===== src/rtl/smi_pkg.sv =====
`default_nettype none
// ----------------------------------------------------------------------------
// smi_pkg: shared definitions for the servo motion interpolator
// Transaction types, field widths, limits, state encodings and the reset
// pulse widths of the servo channels.
// ----------------------------------------------------------------------------
package smi_pkg;

	localparam int CHANNELS_DEF = 8;
	localparam int OUT_DUTIES   = 8;

	localparam int WIDTH_W = 12;
	localparam int STEPS_W = 11;
	localparam int PROD_W  = 2 * STEPS_W;
	localparam int CNT_W   = $clog2(STEPS_W);

	localparam logic [15:0] PULSE_MIN = 16'd500;
	localparam logic [15:0] PULSE_MAX = 16'd2500;
	localparam logic [15:0] TIME_MIN  = 16'd20;
	localparam logic [15:0] TIME_MAX  = 16'd30000;

	// 13108 / 65536 is just above one fifth; exact for quotients up to 7500.
	localparam logic [13:0] RECIP_FIVE = 14'd13108;

	// Step count of the reset move time of 2000 ms.
	localparam logic [STEPS_W-1:0] RESET_STEPS = 11'd100;

	typedef enum logic [1:0] {
		ACT_SET   = 2'd0,
		ACT_NUDGE = 2'd1,
		ACT_TICK  = 2'd2
	} action_t;

	typedef enum logic [1:0] {
		S_IDLE,
		S_START,
		S_WAIT,
		S_FIN
	} ctl_state_t;

	typedef enum logic [1:0] {
		M_IDLE,
		M_MUL,
		M_DIV
	} md_state_t;

	typedef struct packed {
		logic [1:0]  action;
		logic [2:0]  channel;
		logic [15:0] pulse;
		logic [15:0] move_time;
		logic        direction;
		logic [7:0]  step;
	} cmd_t;

	typedef struct packed {
		logic [WIDTH_W-1:0] duty_0;
		logic [WIDTH_W-1:0] duty_1;
		logic [WIDTH_W-1:0] duty_2;
		logic [WIDTH_W-1:0] duty_3;
		logic [WIDTH_W-1:0] duty_4;
		logic [WIDTH_W-1:0] duty_5;
		logic [WIDTH_W-1:0] duty_6;
		logic [WIDTH_W-1:0] duty_7;
		logic               moving;
		logic               accepted;
	} rsp_t;

	function automatic logic [WIDTH_W-1:0] reset_width(input int unsigned ch);
		logic [WIDTH_W-1:0] w;
		unique case (ch)
			3:       w = 12'd1050;
			4:       w = 12'd1000;
			5:       w = 12'd1700;
			default: w = 12'd1500;
		endcase
		return w;
	endfunction

endpackage
`default_nettype wire


===== src/rtl/smi_muldiv.sv =====
`default_nettype none
// ----------------------------------------------------------------------------
// smi_muldiv: bit-serial multiply then divide
// Computes floor(mag * k / divisor) one bit per cycle: eleven shift-add
// multiply steps followed by eleven restoring divide steps in one register.
// ----------------------------------------------------------------------------
module smi_muldiv (
	input  logic                        clk,
	input  logic                        arst_n,
	input  logic                        start,
	input  logic [smi_pkg::STEPS_W-1:0] mag,
	input  logic [smi_pkg::STEPS_W-1:0] k,
	input  logic [smi_pkg::STEPS_W-1:0] divisor,
	output logic                        done,
	output logic [smi_pkg::STEPS_W-1:0] quo
);
	import smi_pkg::*;

	md_state_t          state_q;
	md_state_t          state_d;
	logic [PROD_W-1:0]  prod_q;
	logic [STEPS_W-1:0] mag_q;
	logic [STEPS_W-1:0] div_q;
	logic [CNT_W-1:0]   cnt_q;
	logic               last;
	logic [STEPS_W:0]   mul_sum;
	logic [PROD_W-1:0]  mul_next;
	logic [STEPS_W:0]   trial;
	logic [STEPS_W:0]   trial_rem;
	logic               fits;
	logic [PROD_W-1:0]  div_next;

	assign last = (cnt_q == CNT_W'(STEPS_W - 1));

	// Multiply: the low half holds the multiplier and is shifted out LSB first.
	assign mul_sum  = {1'b0, prod_q[PROD_W-1:STEPS_W]} + (prod_q[0] ? {1'b0, mag_q} : '0);
	assign mul_next = {mul_sum, prod_q[STEPS_W-1:1]};

	// Divide: the high half is the remainder, the low half takes quotient bits.
	assign trial     = {prod_q[PROD_W-1:STEPS_W], prod_q[STEPS_W-1]};
	assign fits      = (trial >= {1'b0, div_q});
	assign trial_rem = fits ? (trial - {1'b0, div_q}) : trial;
	assign div_next  = {trial_rem[STEPS_W-1:0], prod_q[STEPS_W-2:0], fits};

	always_comb begin
		state_d = state_q;
		case (state_q)
			M_IDLE:  if (start) state_d = M_MUL;
			M_MUL:   if (last) state_d = M_DIV;
			M_DIV:   if (last) state_d = M_IDLE;
			default: state_d = M_IDLE;
		endcase
	end

	always_comb begin
		done = (state_q == M_DIV) && last;
		quo  = div_next[STEPS_W-1:0];
	end

	always_ff @(posedge clk or negedge arst_n) begin
		if (!arst_n) begin
			state_q <= M_IDLE;
			cnt_q   <= '0;
		end else begin
			state_q <= state_d;
			if (state_q == M_IDLE || last) begin
				cnt_q <= '0;
			end else begin
				cnt_q <= cnt_q + CNT_W'(1);
			end
		end
	end

	always_ff @(posedge clk) begin
		case (state_q)
			M_IDLE: begin
				if (start) begin
					prod_q <= {{(PROD_W - STEPS_W){1'b0}}, k};
					mag_q  <= mag;
					div_q  <= divisor;
				end
			end
			M_MUL:   prod_q <= mul_next;
			M_DIV:   prod_q <= div_next;
			default: prod_q <= prod_q;
		endcase
	end

endmodule
`default_nettype wire


===== src/rtl/servo_motion_interpolator_core.sv =====
`default_nettype none
// ----------------------------------------------------------------------------
// servo_motion_interpolator_core: multi-channel servo pulse-width ramp
// Accepts set, nudge and 20 ms tick transactions and returns the current
// pulse widths of all channels after each one.
// ----------------------------------------------------------------------------
// The block handles one command transaction at a time. A set, a nudge, a tick
// with no move in progress, and the tick that ends a move go from acceptance
// through the S_FIN state to the result register, and the next command is
// taken once the block is back in S_IDLE. A tick inside a move recomputes every
// channel through one shared bit-serial multiply-divide unit: per channel a
// start step in S_START, then eleven multiply steps and eleven divide steps
// while in S_WAIT. A waiting result transaction does not hold off the next
// command; only the load of the following result waits until the output
// register is free.
// ----------------------------------------------------------------------------
module servo_motion_interpolator_core #(
	parameter int CHANNELS = smi_pkg::CHANNELS_DEF
) (
	input  logic          clk,
	input  logic          arst_n,
	input  logic          cmd_valid,
	output logic          cmd_stall,
	input  smi_pkg::cmd_t cmd,
	output logic          rsp_valid,
	input  logic          rsp_stall,
	output smi_pkg::rsp_t rsp
);
	import smi_pkg::*;

	// Channels beyond the eight that the command and result can address
	// would never change nor be seen, so they are not built.
	localparam int NCH   = (CHANNELS < OUT_DUTIES) ? CHANNELS : OUT_DUTIES;
	localparam int IDX_W = (NCH > 1) ? $clog2(NCH) : 1;

	// Per-channel state. The offset is the signed distance from target to the
	// width at the start of the move.
	logic [WIDTH_W-1:0]        target_q  [NCH];
	logic [WIDTH_W-1:0]        current_q [NCH];
	logic signed [WIDTH_W-1:0] offset_q  [NCH];

	logic [STEPS_W-1:0] pend_steps_q;
	logic [STEPS_W-1:0] total_q;
	logic [STEPS_W-1:0] left_q;
	logic               pending_q;
	logic               running_q;
	logic               acc_q;
	logic [IDX_W-1:0]   idx_q;
	ctl_state_t         state_q;
	ctl_state_t         state_d;

	logic               rsp_valid_q;
	rsp_t               rsp_q;
	rsp_t               rsp_d;
	logic               rsp_load;

	logic               cmd_acc;
	logic [IDX_W-1:0]   rd_idx;
	logic [WIDTH_W-1:0] rd_target;
	logic [WIDTH_W-1:0] rd_offset;
	logic               ch_ok;
	logic [15:0]        nudge_p;
	logic [15:0]        new_p;
	logic               is_upd;
	logic               is_tick;
	logic               ok;
	logic [15:0]        t_clamp;
	logic [26:0]        set_prod;
	logic [STEPS_W-1:0] set_steps;
	logic [STEPS_W-1:0] nudge_steps;
	logic [STEPS_W-1:0] new_steps;
	logic               ramp_go;
	logic [STEPS_W-1:0] k_base;
	logic [STEPS_W-1:0] new_k;
	logic               calc_go;

	logic               md_start;
	logic               md_done;
	logic [STEPS_W-1:0] md_quo;
	logic               off_neg;
	logic [WIDTH_W-1:0] off_abs;
	logic [WIDTH_W-1:0] upd_width;
	logic               idx_last;

	logic [WIDTH_W-1:0] duty_view [OUT_DUTIES];

	assign cmd_acc = cmd_valid && !cmd_stall;

	// One read port on the target array: the addressed channel while idle,
	// the channel under computation during a ramp update.
	assign rd_idx    = (state_q == S_IDLE) ? cmd.channel[IDX_W-1:0] : idx_q;
	assign rd_target = target_q[rd_idx];
	assign rd_offset = offset_q[idx_q];

	// Command decode and validation. A nudge wraps at 16 bits before the
	// range check, so stepping below zero yields a rejected large value.
	assign ch_ok   = ({1'b0, cmd.channel} < 4'(NCH));
	assign nudge_p = cmd.direction ? ({4'b0, rd_target} + {8'b0, cmd.step})
	                               : ({4'b0, rd_target} - {8'b0, cmd.step});
	assign is_upd  = (cmd.action == ACT_SET) || (cmd.action == ACT_NUDGE);
	assign is_tick = (cmd.action == ACT_TICK);
	assign new_p   = (cmd.action == ACT_NUDGE) ? nudge_p : cmd.pulse;
	assign ok      = is_upd && ch_ok && (new_p >= PULSE_MIN) && (new_p <= PULSE_MAX);

	// The move time is kept as its count of 20 ms steps. For a set the
	// clamped time is divided by four with a shift and by five with a
	// reciprocal multiply; a nudge time of 20 * step is simply step ticks,
	// with a zero step clamped up to one tick.
	assign t_clamp     = (cmd.move_time < TIME_MIN) ? TIME_MIN :
	                     (cmd.move_time > TIME_MAX) ? TIME_MAX : cmd.move_time;
	assign set_prod    = 27'(t_clamp[14:2]) * 27'(RECIP_FIVE);
	assign set_steps   = set_prod[26:16];
	assign nudge_steps = (cmd.step == 8'd0) ? STEPS_W'(1) : STEPS_W'(cmd.step);
	assign new_steps   = (cmd.action == ACT_NUDGE) ? nudge_steps : set_steps;

	// Tick handling: a pending change starts a fresh ramp from the current
	// widths, then the remaining count drops by one. Reaching zero snaps every
	// channel to its target at once; otherwise each channel is recomputed.
	assign ramp_go = pending_q || running_q;
	assign k_base  = pending_q ? pend_steps_q : left_q;
	assign new_k   = k_base - STEPS_W'(1);
	assign calc_go = is_tick && ramp_go && (new_k != '0);

	// Width = target + trunc(offset * k / N), truncating toward zero: the
	// unit works on the magnitude and the sign is applied afterward.
	assign off_neg   = rd_offset[WIDTH_W-1];
	assign off_abs   = off_neg ? (WIDTH_W'(0) - rd_offset) : rd_offset;
	assign upd_width = off_neg ? (rd_target - {1'b0, md_quo}) : (rd_target + {1'b0, md_quo});
	assign idx_last  = (idx_q == IDX_W'(NCH - 1));

	smi_muldiv u_muldiv (
		.clk     (clk),
		.arst_n  (arst_n),
		.start   (md_start),
		.mag     (off_abs[STEPS_W-1:0]),
		.k       (left_q),
		.divisor (total_q),
		.done    (md_done),
		.quo     (md_quo)
	);

	always_comb begin
		state_d = state_q;
		unique case (state_q)
			S_IDLE:  if (cmd_acc) state_d = calc_go ? S_START : S_FIN;
			S_START: state_d = S_WAIT;
			S_WAIT:  if (md_done) state_d = idx_last ? S_FIN : S_START;
			S_FIN:   if (rsp_load) state_d = S_IDLE;
		endcase
	end

	always_comb begin
		cmd_stall = (state_q != S_IDLE);
		md_start  = (state_q == S_START);
		rsp_load  = (state_q == S_FIN) && (!rsp_valid_q || !rsp_stall);
	end

	always_ff @(posedge clk or negedge arst_n) begin
		if (!arst_n) begin
			for (int c = 0; c < NCH; c++) begin
				target_q[c]  <= reset_width(c);
				current_q[c] <= reset_width(c);
				offset_q[c]  <= '0;
			end
			pend_steps_q <= RESET_STEPS;
			total_q      <= '0;
			left_q       <= '0;
			pending_q    <= 1'b0;
			running_q    <= 1'b0;
			acc_q        <= 1'b0;
			idx_q        <= '0;
			state_q      <= S_IDLE;
		end else begin
			state_q <= state_d;
			unique case (state_q)
				S_IDLE: begin
					if (cmd_acc) begin
						acc_q <= ok;
						if (ok) begin
							target_q[cmd.channel[IDX_W-1:0]] <= new_p[WIDTH_W-1:0];
							pend_steps_q <= new_steps;
							pending_q    <= 1'b1;
						end
						if (is_tick && ramp_go) begin
							if (pending_q) begin
								pending_q <= 1'b0;
								total_q   <= pend_steps_q;
								for (int c = 0; c < NCH; c++) begin
									offset_q[c] <= current_q[c] - target_q[c];
								end
							end
							left_q <= new_k;
							idx_q  <= '0;
							if (new_k == '0) begin
								running_q <= 1'b0;
								for (int c = 0; c < NCH; c++) begin
									current_q[c] <= target_q[c];
								end
							end else begin
								running_q <= 1'b1;
							end
						end
					end
				end
				S_WAIT: begin
					if (md_done) begin
						current_q[idx_q] <= upd_width;
						idx_q            <= idx_q + IDX_W'(1);
					end
				end
				S_START, S_FIN: begin
				end
			endcase
		end
	end

	for (genvar g = 0; g < OUT_DUTIES; g++) begin : g_duty
		if (g < NCH) begin : g_on
			assign duty_view[g] = current_q[g];
		end else begin : g_off
			assign duty_view[g] = '0;
		end
	end

	assign rsp_d = '{
		duty_0:   duty_view[0],
		duty_1:   duty_view[1],
		duty_2:   duty_view[2],
		duty_3:   duty_view[3],
		duty_4:   duty_view[4],
		duty_5:   duty_view[5],
		duty_6:   duty_view[6],
		duty_7:   duty_view[7],
		moving:   running_q,
		accepted: acc_q
	};

	// Result register: holds a transaction until it is taken.
	always_ff @(posedge clk or negedge arst_n) begin
		if (!arst_n) begin
			rsp_valid_q <= 1'b0;
		end else begin
			rsp_valid_q <= rsp_load || (rsp_valid_q && rsp_stall);
		end
	end

	always_ff @(posedge clk) begin
		if (rsp_load) begin
			rsp_q <= rsp_d;
		end
	end

	assign rsp_valid = rsp_valid_q;
	assign rsp       = rsp_q;

endmodule
`default_nettype wire


===== config.mk =====
export PLATFORM = sky130hd
export DESIGN_NAME = servo_motion_interpolator_core
export DESIGN_NICKNAME = d
export VERILOG_FILES = /design/src/rtl/smi_pkg.sv /design/src/rtl/smi_muldiv.sv /design/src/rtl/servo_motion_interpolator_core.sv
export SDC_FILE = /design/constraint.sdc
export NUM_CORES = 1
export LEC_CHECK = 0
export BUFFER_PORTS_ARGS = -buffer_cell sky130_fd_sc_hd__clkbuf_2
export CORE_ASPECT_RATIO = 1.25
export CORE_MARGIN = 2
export CORE_UTILIZATION = 57
export DETAILED_ROUTE_END_ITERATION = 12
export PLACE_DENSITY_LB_ADDON = 0.05
export SKIP_LAST_GASP = 1
export SYNTH_ARGS = -nofsm -noshare
export SYNTH_HDL_FRONTEND = slang
export SYNTH_SLANG_ARGS = --single-unit

===== constraint.sdc =====
create_clock -name clk -period 6.39 [get_ports clk]
set_clock_uncertainty 0.1 [all_clocks]
set_input_delay 0.9585 -clock clk [delete_from_list [all_inputs] [get_ports clk]]
set_output_delay 0.9585 -clock clk [all_outputs]
set_load 0.005 [all_outputs]

==> metrics.cfg, run 1 <==
[sta]
finalSetupTns_ps=0
finalSetupViolCount=0
rsz0062_at_grt=yes
period_needed_ps=6150
max_slew_margin_pct=25.3
fin_crit_sh_pct=96.3
slew_violations=0
max_freq_mhz=163
worst_pin_slew_ps=1110
hold_viol_final=0

[setup_path]
path_max_fanout=8
end_kind=flip-flop
worstReg2RegEnd=target_q[21]$_DFFE_PN0P_
reg2reg_depth=20
arrival_ps=6520
cp_slowest_stage_delay_ps=520
reg2reg_slack_ps=340
crit_path_top_delay_cell=fa_1
crit_family=adder cells
path_class=in -> reg
start_kind=input port
cp_common_cell=fa_1
cp-startpoint=cmd[15]
path_buf_inv=3
crit_required_ps=6760
r2r_start=state_q[1]$_DFFE_PN0P_
path_cells=clkbuf_2, nor4_2, nand4_1, o32a_4, nand2b_4, or2_4, ha_4, xor2_1, ha_1, fa_1, fa_1, inv_1, fa_1, inv_2, ha_4, a2111oi_4, o21ai_2, a31oi_2, o21ai_1, and2_4, o41ai_2, xnor2_1, nor2_1, mux2_2

[cts]
clock_sinks=478
path_clk_slew_ps=70
numCtsBuffers=50
post_cts_resized=0
clockBufferDepth=3
post_cts_buffers=0
cts_tree=built
clock_latency_ps=650
root_buffer=clkbuf_16
h-tree-depth=2
hold_buffers=0

[finish]
multiInputGateArea_mm2=0.0158
final_cell_mix=nand2_1 (313), inv_1 (282), o21ai_0 (268)
final_cells=3858
area_delta_synth_final_pct=15.1
drive_above_1_share_pct=22.7
finalNetCount=3488
layout_commonest_cell=nand2_1
fillers=4123
antennaDiodeCount=0
seqCellArea_mm2=0.0128

[synthesis]
synth_ff_type=dfrtp_1
postSynthCellCount=2896
synth_edf_count=142
synth-async-reset-ratio_pct=70.3
avgSynthCellArea_um2=10.4
synth_seq_cells=478
yosysWarnings=0
yosysSeqAreaShare_pct=42.7
synth_nets=3239
synth_cell_types=84
syn_area_mm2=0.0300

[place]
dp_cells=3765
gp_congestion=0.960
dp_hpwl_um=69500
port_buffers=149

[floorplanning]
dieArea_mm2=0.0545
initial_core_util_pct=57.3
die-width_um=209
core_mm2=0.0523
die_y_um=260
ios=150
rows=94

[global_route]
grt_pass1_wl_um=142000
grt_pass1_vias=23917
gr-total-overflow=0
antenna_found_initial=1
grt_max_degree=150
grt_util_all_layers_pct=34.6

[detailed_routing]
vias=23747
drtAntennaViolNets=0
firstDrtPassIters=6
viasPerCell=6.16
detail_route.wl_per_cell_um=24.3
drtIter0Drc=2185
wl_um=93800
route.detailed.drc=0

[power]
p_leak_uw=0.0151
power_per_cell_area_mw_per_mm2=406
ir_drop_v=0.000332

[min_path]
hold_class=in -> async

[flow_run]
drv_cap=0

[outcome]
status=finished, final reports clean

## synth_stat cells, types with 31 or more instances
library cell	instances	share of area, %
nand2_1	314	3.9
inv_1	287	3.6
o21ai_0	272	4.5
ha_1	238	9.9
dfrtp_1	233	19
edfxtp_1	142	14
nor2_1	126	1.6
a22oi_1	112	2.8
clkbuf_1	103	1.3
dfstp_2	103	9.0
a21oi_1	84	1.4
mux2_4	79	4.0
xnor2_1	66	1.9
xor2_1	57	1.7
fa_1	55	3.7
nor3_1	51	0.85
a21boi_0	50	1.3
o31ai_1	47	1.2
mux2_2	44	1.7
nor2b_1	39	0.81
nand2b_1	31	0.65
## registers in the layout, summed over array words and instances, names as in the netlist
name,cells
acc_q,1
rsp_valid,1
rsp,98
target_q,96
offset_q,96
left_q,11
pending_q,1
u_muldiv.mag_q,11
u_muldiv.cnt_q,4
current_q,96
u_muldiv.div_q,11
pend_steps_q,11
u_muldiv.prod_q,22
state_q,2
running_q,1
total_q,11
idx_q,3
u_muldiv.state_q,2
## worst reg2reg max path: cells and delay by family, from the launching register on
kind / cells / cell delay, ps
AOI/OAI and AO/OA: 5 / 1890
xor gates and xnor gates: 1 / 140
adders and majority gates: 2 / 540
buffers and inverters: 4 / 510
DFF: 1 / 410
muxes: 3 / 1460
and+or+nand+nor: 5 / 870
## cell families (layout without fill, tap and decap cells)
group                      after synthesis  in the layout  share of synthesized area (%)
AOI/OAI and AO/OA                      754            754                           16.7
xor gates and xnor gates               123            123                           3.59
adders and majority gates              293            293                           13.6
buffers and inverters                  410            700                           5.47
DFF                                    478            478                           42.7
muxes                                  162            162                           7.67
and+or+nand+nor                        676            676                           10.3
## area by class of cell
class	instances	share of cell area [%]
timing repair buffer	319	6.47
tap	672	2.44
inverter	288	3.13
clock inverter	33	1.07
multi-input combinational	2008	45.9
clock buffer	60	3.91
sequential	478	37.1
## worst max-delay path by stage
stage,to,depth (start not counted)
final,pend_steps_q[10]$_DFFE_PN0P_,24
after detailed placement,pend_steps_q[10]$_DFFE_PN0P_,26
after CTS,pend_steps_q[10]$_DFFE_PN0P_,26
after floorplan,pend_steps_q[10]$_DFFE_PN0P_,23
after global placement,pend_steps_q[10]$_DFFE_PN0P_,26
after global routing,pend_steps_q[10]$_DFFE_PN0P_,24
## stage by stage
step / hold slack (ps) / worst slack (ps) / power [uW] / area [um^2] / utilization, %
floorplan: 319 / -40.9 / 8250 / 30200 / -
global placement: 327 / -368 / 10700 / 32800 / 62.6
detailed placement: 330 / -526 / 10800 / 32800 / 62.6
CTS: 204 / 91.8 / 13900 / 34500 / 65.9
global route: 215 / -47.6 / 14800 / 34500 / 66.0
finish: 178 / 239 / 14000 / 34500 / 66.0
## layer usage
layer	track usage, %	wire length [um]
met2	56.0	43400
met4	16.7	5060
met5	0	0
met3	6.06	7490
met1	45.4	37800
## power by group
group	switching, uW	total [uW]	leakage (uW)	internal (uW)
registers	433	4160	0.00545	3720
logic	4200	6790	0.00886	2580
clock network	1360	3060	0.000811	1700
total	6000	14000	0.0151	8010
(Power assumes the default switching activity.)
==> run 2, diff against run 1 <==
--- a/config.mk
+++ b/config.mk
@@ -6,12 +6,16 @@
 export NUM_CORES = 1
 export LEC_CHECK = 0
 export BUFFER_PORTS_ARGS = -buffer_cell sky130_fd_sc_hd__clkbuf_2
+export CELL_PAD_IN_SITES_DETAIL_PLACEMENT = 0
+export CELL_PAD_IN_SITES_GLOBAL_PLACEMENT = 1
 export CORE_ASPECT_RATIO = 1.25
 export CORE_MARGIN = 2
-export CORE_UTILIZATION = 57
+export CORE_UTILIZATION = 45
 export DETAILED_ROUTE_END_ITERATION = 12
+export GPL_TIMING_DRIVEN = 0
 export PLACE_DENSITY_LB_ADDON = 0.05
 export SKIP_LAST_GASP = 1
+export SLEW_MARGIN = 10
 export SYNTH_ARGS = -nofsm -noshare
 export SYNTH_HDL_FRONTEND = slang
 export SYNTH_SLANG_ARGS = --single-unit
==> run 2 against run 1 <==
  * Final area rose by 0.96%
  * Clock power rose by 13%
  * Sequential share of layout area fell by 0.35 points
  * Sequential cell count did not move
  * Critical path type is now reg -> reg
  * Die area rose by 26%
  * Global-route usage fell by 4.0 points
  * First-iteration DRC count fell by 3.0%
  * Highest routed layer unchanged
  * Register-to-register slack got worse by 160 ps
  * Combinational power rose by 4.9%
==> metrics.cfg, run 2 (synthesized netlist as in run 1, its figures left out) <==
[global_route]
grt_util_all_layers_pct=30.6
grt_pass1_vias=24051
grt_pass1_wl_um=157000
antenna_found_initial=5
grt_max_degree=88
gr-total-overflow=0

[sta]
finalSetupTns_ps=0
period_needed_ps=6210
slew_violations=0
layout_setup_ws_ps=183
finalSetupViolCount=0
fin_crit_sh_pct=97.1
max_slew_margin_pct=19.7
worst_pin_slew_ps=1210
hold_viol_final=0
max_freq_mhz=161
rsz0062_at_grt=yes

[floorplanning]
ios=150
initial_core_util_pct=45.6
rows=105
die_y_um=293
core_mm2=0.0658
dieArea_mm2=0.0688
die-width_um=235

[place]
dp_hpwl_um=81600
dpl_worst_slack_ps=-2120
port_buffers=148
gp_congestion=0.947

[finish]
drive_above_1_share_pct=20.5
finalNetCount=3480
area_delta_synth_final_pct=16.2
largest_reg_flops=98
layout_commonest_cell=nand2_1
finish.utilization_pct=53.0
final_cell_mix=nand2_1 (313), inv_1 (280), o21ai_0 (257)

[power]
p_leak_uw=0.0149
ir_drop_v=0.000301
power_per_cell_area_mw_per_mm2=423

[setup_path]
path_max_fanout=10
start_kind=flip-flop
crit_required_ps=6760
end_kind=flip-flop
path_class=reg -> reg
arrival_ps=6580

[detailed_routing]
drtIter0Drc=2119
detail_route.wl_per_cell_um=26.1
viasPerCell=5.86
wl_um=105000
firstDrtPassIters=6
route.detailed.drc=0
drtAntennaViolNets=0
vias=23687

[cts]
cts_tree=built
clock_latency_ps=650
clock_sinks=478
clockBufferDepth=3
root_buffer=clkbuf_16
path_clk_slew_ps=70
numCtsBuffers=53
h-tree-depth=2

[min_path]
hold_class=in -> async

[flow_run]
drv_cap=0

[outcome]
status=finished, final reports clean

[run 2: final cells by class]
class / count / area, um^2
Fill cell: 5914 / 31000
Sequential cell: 478 / 12800
Clock inverter: 35 / 533
Timing Repair Buffer: 186 / 1290
Buffer: 121 / 574
Clock buffer: 65 / 1420
Tap cell: 856 / 1070
Antenna cell: 3 / 7.51
Inverter: 288 / 1080
Multi-Input combinational cell: 2009 / 16100
[run 2: worst paths after layout]
kind	start	to	slack (ps)	cells past startpoint
worst max-delay path	idx_q[0]$_DFFE_PN0P_	pend_steps_q[4]$_DFFE_PN0P_	180	22
worst min-delay path	arst_n	left_q[3]$_DFFE_PN0P_	140	1
worst min register to register	total_q[2]$_DFFE_PN0P_	u_muldiv.div_q[2]$_DFFE_PP_	340	0
min in group clk	total_q[2]$_DFFE_PN0P_	u_muldiv.div_q[2]$_DFFE_PP_	340	0
worst max register to register	idx_q[0]$_DFFE_PN0P_	pend_steps_q[4]$_DFFE_PN0P_	180	22
max in group asynchronous	arst_n	current_q[2]$_DFFE_PN1P_	4750	3
[run 2: metal layers]
| metal | global-route usage, % | part of all wire (%) | up-vias | wire length (um) |
|---|---|---|---|---|
| met5 | 0 | 0 | - | 0 |
| met4 | 14.3 | 5.1 | 0 | 5370 |
| met3 | 4.56 | 6.5 | 199 | 6900 |
| met2 | 48.8 | 46 | 903 | 48200 |
| met1 | 41.1 | 43 | 11832 | 44900 |
| li1 | - | - | 10753 | - |
[run 2: worst max-delay path: stages, from the launching register on]
cell and delay (ps):
dfrtp_1 490, o21a_1 170, clkbuf_1 260, nor2_4 300
buf_4 260, buf_4 200, mux4_2 560, nand2_1 90
and2_1 270, inv_1 70, ha_1 190, inv_1 70
fa_1 400, mux2_2 280, o21ai_2 690, o21a_1 220
or3_1 90, o211ai_1 110, and3_1 230, buf_6 170
o21ai_2 310, buf_6 210, mux2_2 340
[run 2: what timing repair did]
action,in CTS,in global routing
hold buffers,0,0
pin swaps,1,22
resized for setup,25,42
setup buffers,3,9
gates cloned,0,1
endpoints found under the setup margin,196,189
[run 2: where the power goes]
| part | switching [uW] | internal (uW) |
|---|---|---|
| Sequential | 453 | 3720 |
| Combinational | 4530 | 2590 |
| Clock | 1400 | 2050 |
| Total | 6390 | 8360 |
[run 2: per-stage QoR]
stage | power, uW | cells | hold slack [ps] | area [um^2]
after floorplan | 8250 | 2896 | 319 | 30200
final | 14700 | 4041 | 143 | 34900
after CTS | 14500 | 4028 | 129 | 34600
after detailed placement | 10900 | 3926 | 331 | 32500
after global placement | 10600 | 3900 | 330 | 32000
after global routing | 15500 | 4041 | 146 | 34900
==> run 3, diff against run 2 <==
--- a/config.mk
+++ b/config.mk
@@ -6,11 +6,9 @@
 export NUM_CORES = 1
 export LEC_CHECK = 0
 export BUFFER_PORTS_ARGS = -buffer_cell sky130_fd_sc_hd__clkbuf_2
-export CELL_PAD_IN_SITES_DETAIL_PLACEMENT = 0
-export CELL_PAD_IN_SITES_GLOBAL_PLACEMENT = 1
 export CORE_ASPECT_RATIO = 1.25
 export CORE_MARGIN = 2
-export CORE_UTILIZATION = 45
+export CORE_UTILIZATION = 57
 export DETAILED_ROUTE_END_ITERATION = 12
 export GPL_TIMING_DRIVEN = 0
 export PLACE_DENSITY_LB_ADDON = 0.05
==> run 3 against run 2 <==
  * First-iteration DRC count is 15% higher
  * Register-to-register slack barely moved
  * Wire length decreased by 6.5%
  * Worst setup slack got worse by 29 ps
  * Die area is 21% lower
  * Fmax down 0.47%
  * Critical endpoint is now pend_steps_q[10]$_DFFE_PN0P_
==> metrics.cfg, run 3 (synthesized netlist as in run 1, its figures left out) <==
[outcome]
status=finished, final reports clean

[detailed_routing]
viasPerCell=6.29
wl_um=98400
route.detailed.drc=0
drtAntennaViolNets=0
drtIter0Drc=2427
detail_route.wl_per_cell_um=25.6
firstDrtPassIters=6
vias=24173

[sta]
fin_crit_sh_pct=97.6
hold_viol_final=0
finalSetupViolCount=0
worst_pin_slew_ps=1220
rsz0062_at_grt=yes
max_slew_margin_pct=18.7
slew_violations=0
period_needed_ps=6240
max_freq_mhz=160
layout_setup_ws_ps=154
holdWs_ps=179

[finish]
finalNetCount=3472
largest_reg_flops=98
layout_commonest_cell=nand2_1
final_cell_mix=nand2_1 (313), inv_1 (281), o21ai_0 (256)
drive_above_1_share_pct=19.9
area_delta_synth_final_pct=14.4
finish.utilization_pct=65.5

[setup_path]
path_buf_inv=3
start_kind=input port
arrival_ps=6610
end_kind=flip-flop
reg2reg_slack_ps=190
crit_path_top_delay_cell=fa_1
crit_required_ps=6760
crit_family=adder cells
path_class=in -> reg
cp_slowest_stage_delay_ps=510
path_max_fanout=5

[global_route]
grt_pass1_vias=24199
grt_pass1_wl_um=148000
gr-total-overflow=0
antenna_found_initial=3
grt_util_all_layers_pct=36.3
grt_max_degree=106

[place]
dpl_worst_slack_ps=-2030
gp_congestion=1.00
port_buffers=148
dp_hpwl_um=75800

[floorplanning]
core_mm2=0.0523
die_y_um=260
die-width_um=209
ios=150
rows=94
initial_core_util_pct=57.3
dieArea_mm2=0.0545

[cts]
root_buffer=clkbuf_16
clockBufferDepth=3
cts_tree=built
numCtsBuffers=50
path_clk_slew_ps=60
h-tree-depth=2
clock_sinks=478
clock_latency_ps=620

[power]
p_leak_uw=0.0148
power_per_cell_area_mw_per_mm2=414
switchingPower_uw=6140
clkPwrFrac_pct=22.3
p_seq_share_pct=29.3
p_sw_share_pct=43.2
internal_power_uw=8070
power_frac_comb_pct=48.5
ir_drop_v=0.000323
p_total_uw=14200

[min_path]
hold_class=in -> async

[flow_run]
drv_cap=0

## run 3: changes by cell type in the layout (fill, tap and decap cells not counted), moves of 3 or more
cell | before | now
o21ai_2 | 13 | 18
clkbuf_8 | 6 | 2
nor2_2 | 7 | 3
o21ai_4 | 4 | 0
bufinv_16 | 11 | 8
clkinv_1 | 6 | 9
## run 3: worst register-to-register path: cells and delay by family, from the launching register on
family / cells / cell delay, ps
AO/OA/AOI/OAI: 12 / 2460
XOR/XNOR: 2 / 420
adder cells (fa/ha/maj): 4 / 1020
buffers and inverters: 4 / 390
flip-flops: 1 / 430
AND/OR/NAND/NOR: 6 / 1260
## run 3: path summary, 6_finish.rpt
kind,start,to,cells past startpoint
max in group asynchronous,arst_n,current_q[26]$_DFFE_PN1P_,3
worst max-delay path,cmd[14],pend_steps_q[10]$_DFFE_PN0P_,26
worst max register to register,u_muldiv.prod_q[10]$_DFFE_PP_,current_q[22]$_DFFE_PN1P_,28
min in group clk,total_q[2]$_DFFE_PN0P_,u_muldiv.div_q[2]$_DFFE_PP_,0
worst min-delay path,arst_n,u_muldiv.cnt_q[0]$_DFF_PN0_,1
worst min register to register,total_q[2]$_DFFE_PN0P_,u_muldiv.div_q[2]$_DFFE_PP_,0
## run 3: stage by stage
| stage | area [um^2] | TNS (ps) | instances |
|---|---|---|---|
| floorplan | 30200 | -40.9 | 2896 |
| global placement | 31800 | -1556570 | 3716 |
| detailed placement | 32200 | -283650 | 3735 |
| CTS | 34000 | 0 | 3831 |
| global route | 34300 | -211 | 3844 |
| finish | 34300 | 0 | 3844 |
## run 3: power by group through the flow
stage	Clock (uW)	Combinational (uW)	Sequential [uW]
4_1_cts	3200	6550	4140
3_5_place_dp	0	6430	4190
5_1_grt	3320	7410	4200
6_report	3170	6890	4160
2_1_floorplan	0	4220	4030
3_3_place_gp	0	6120	4210
## run 3: repair_timing
| action | 4_1_cts | 5_1_grt |
|---|---|---|
| buffers inserted | 3 | 11 |
| setup endpoints to repair | 159 | 158 |
| hold buffers | 0 | 0 |
| pin swaps | 1 | 27 |
| cloned | 0 | 1 |
| gates resized for setup | 24 | 49 |
## run 3: cell type report
type                    instances  area [um^2]
inverters                     288         1080
flip-flops and latches        478        12800
plain buffers                 121          567
multi-input cells            2009        16000
well taps                     672          841
clock buffers                  62         1350
clock inverters                32          423
fillers                      4227        18000
diodes                          1         2.50
repair buffers                181         1200
## run 3: routing by layer
metal  GRT usage [%]  up-vias  part of all wire, %
li1                -    10751                    -
met1            47.8    11982                   40
met2            57.4     1166                   45
met3            6.77      272                  8.5
met4            19.3        2                  6.2
met5               0        -                0.010
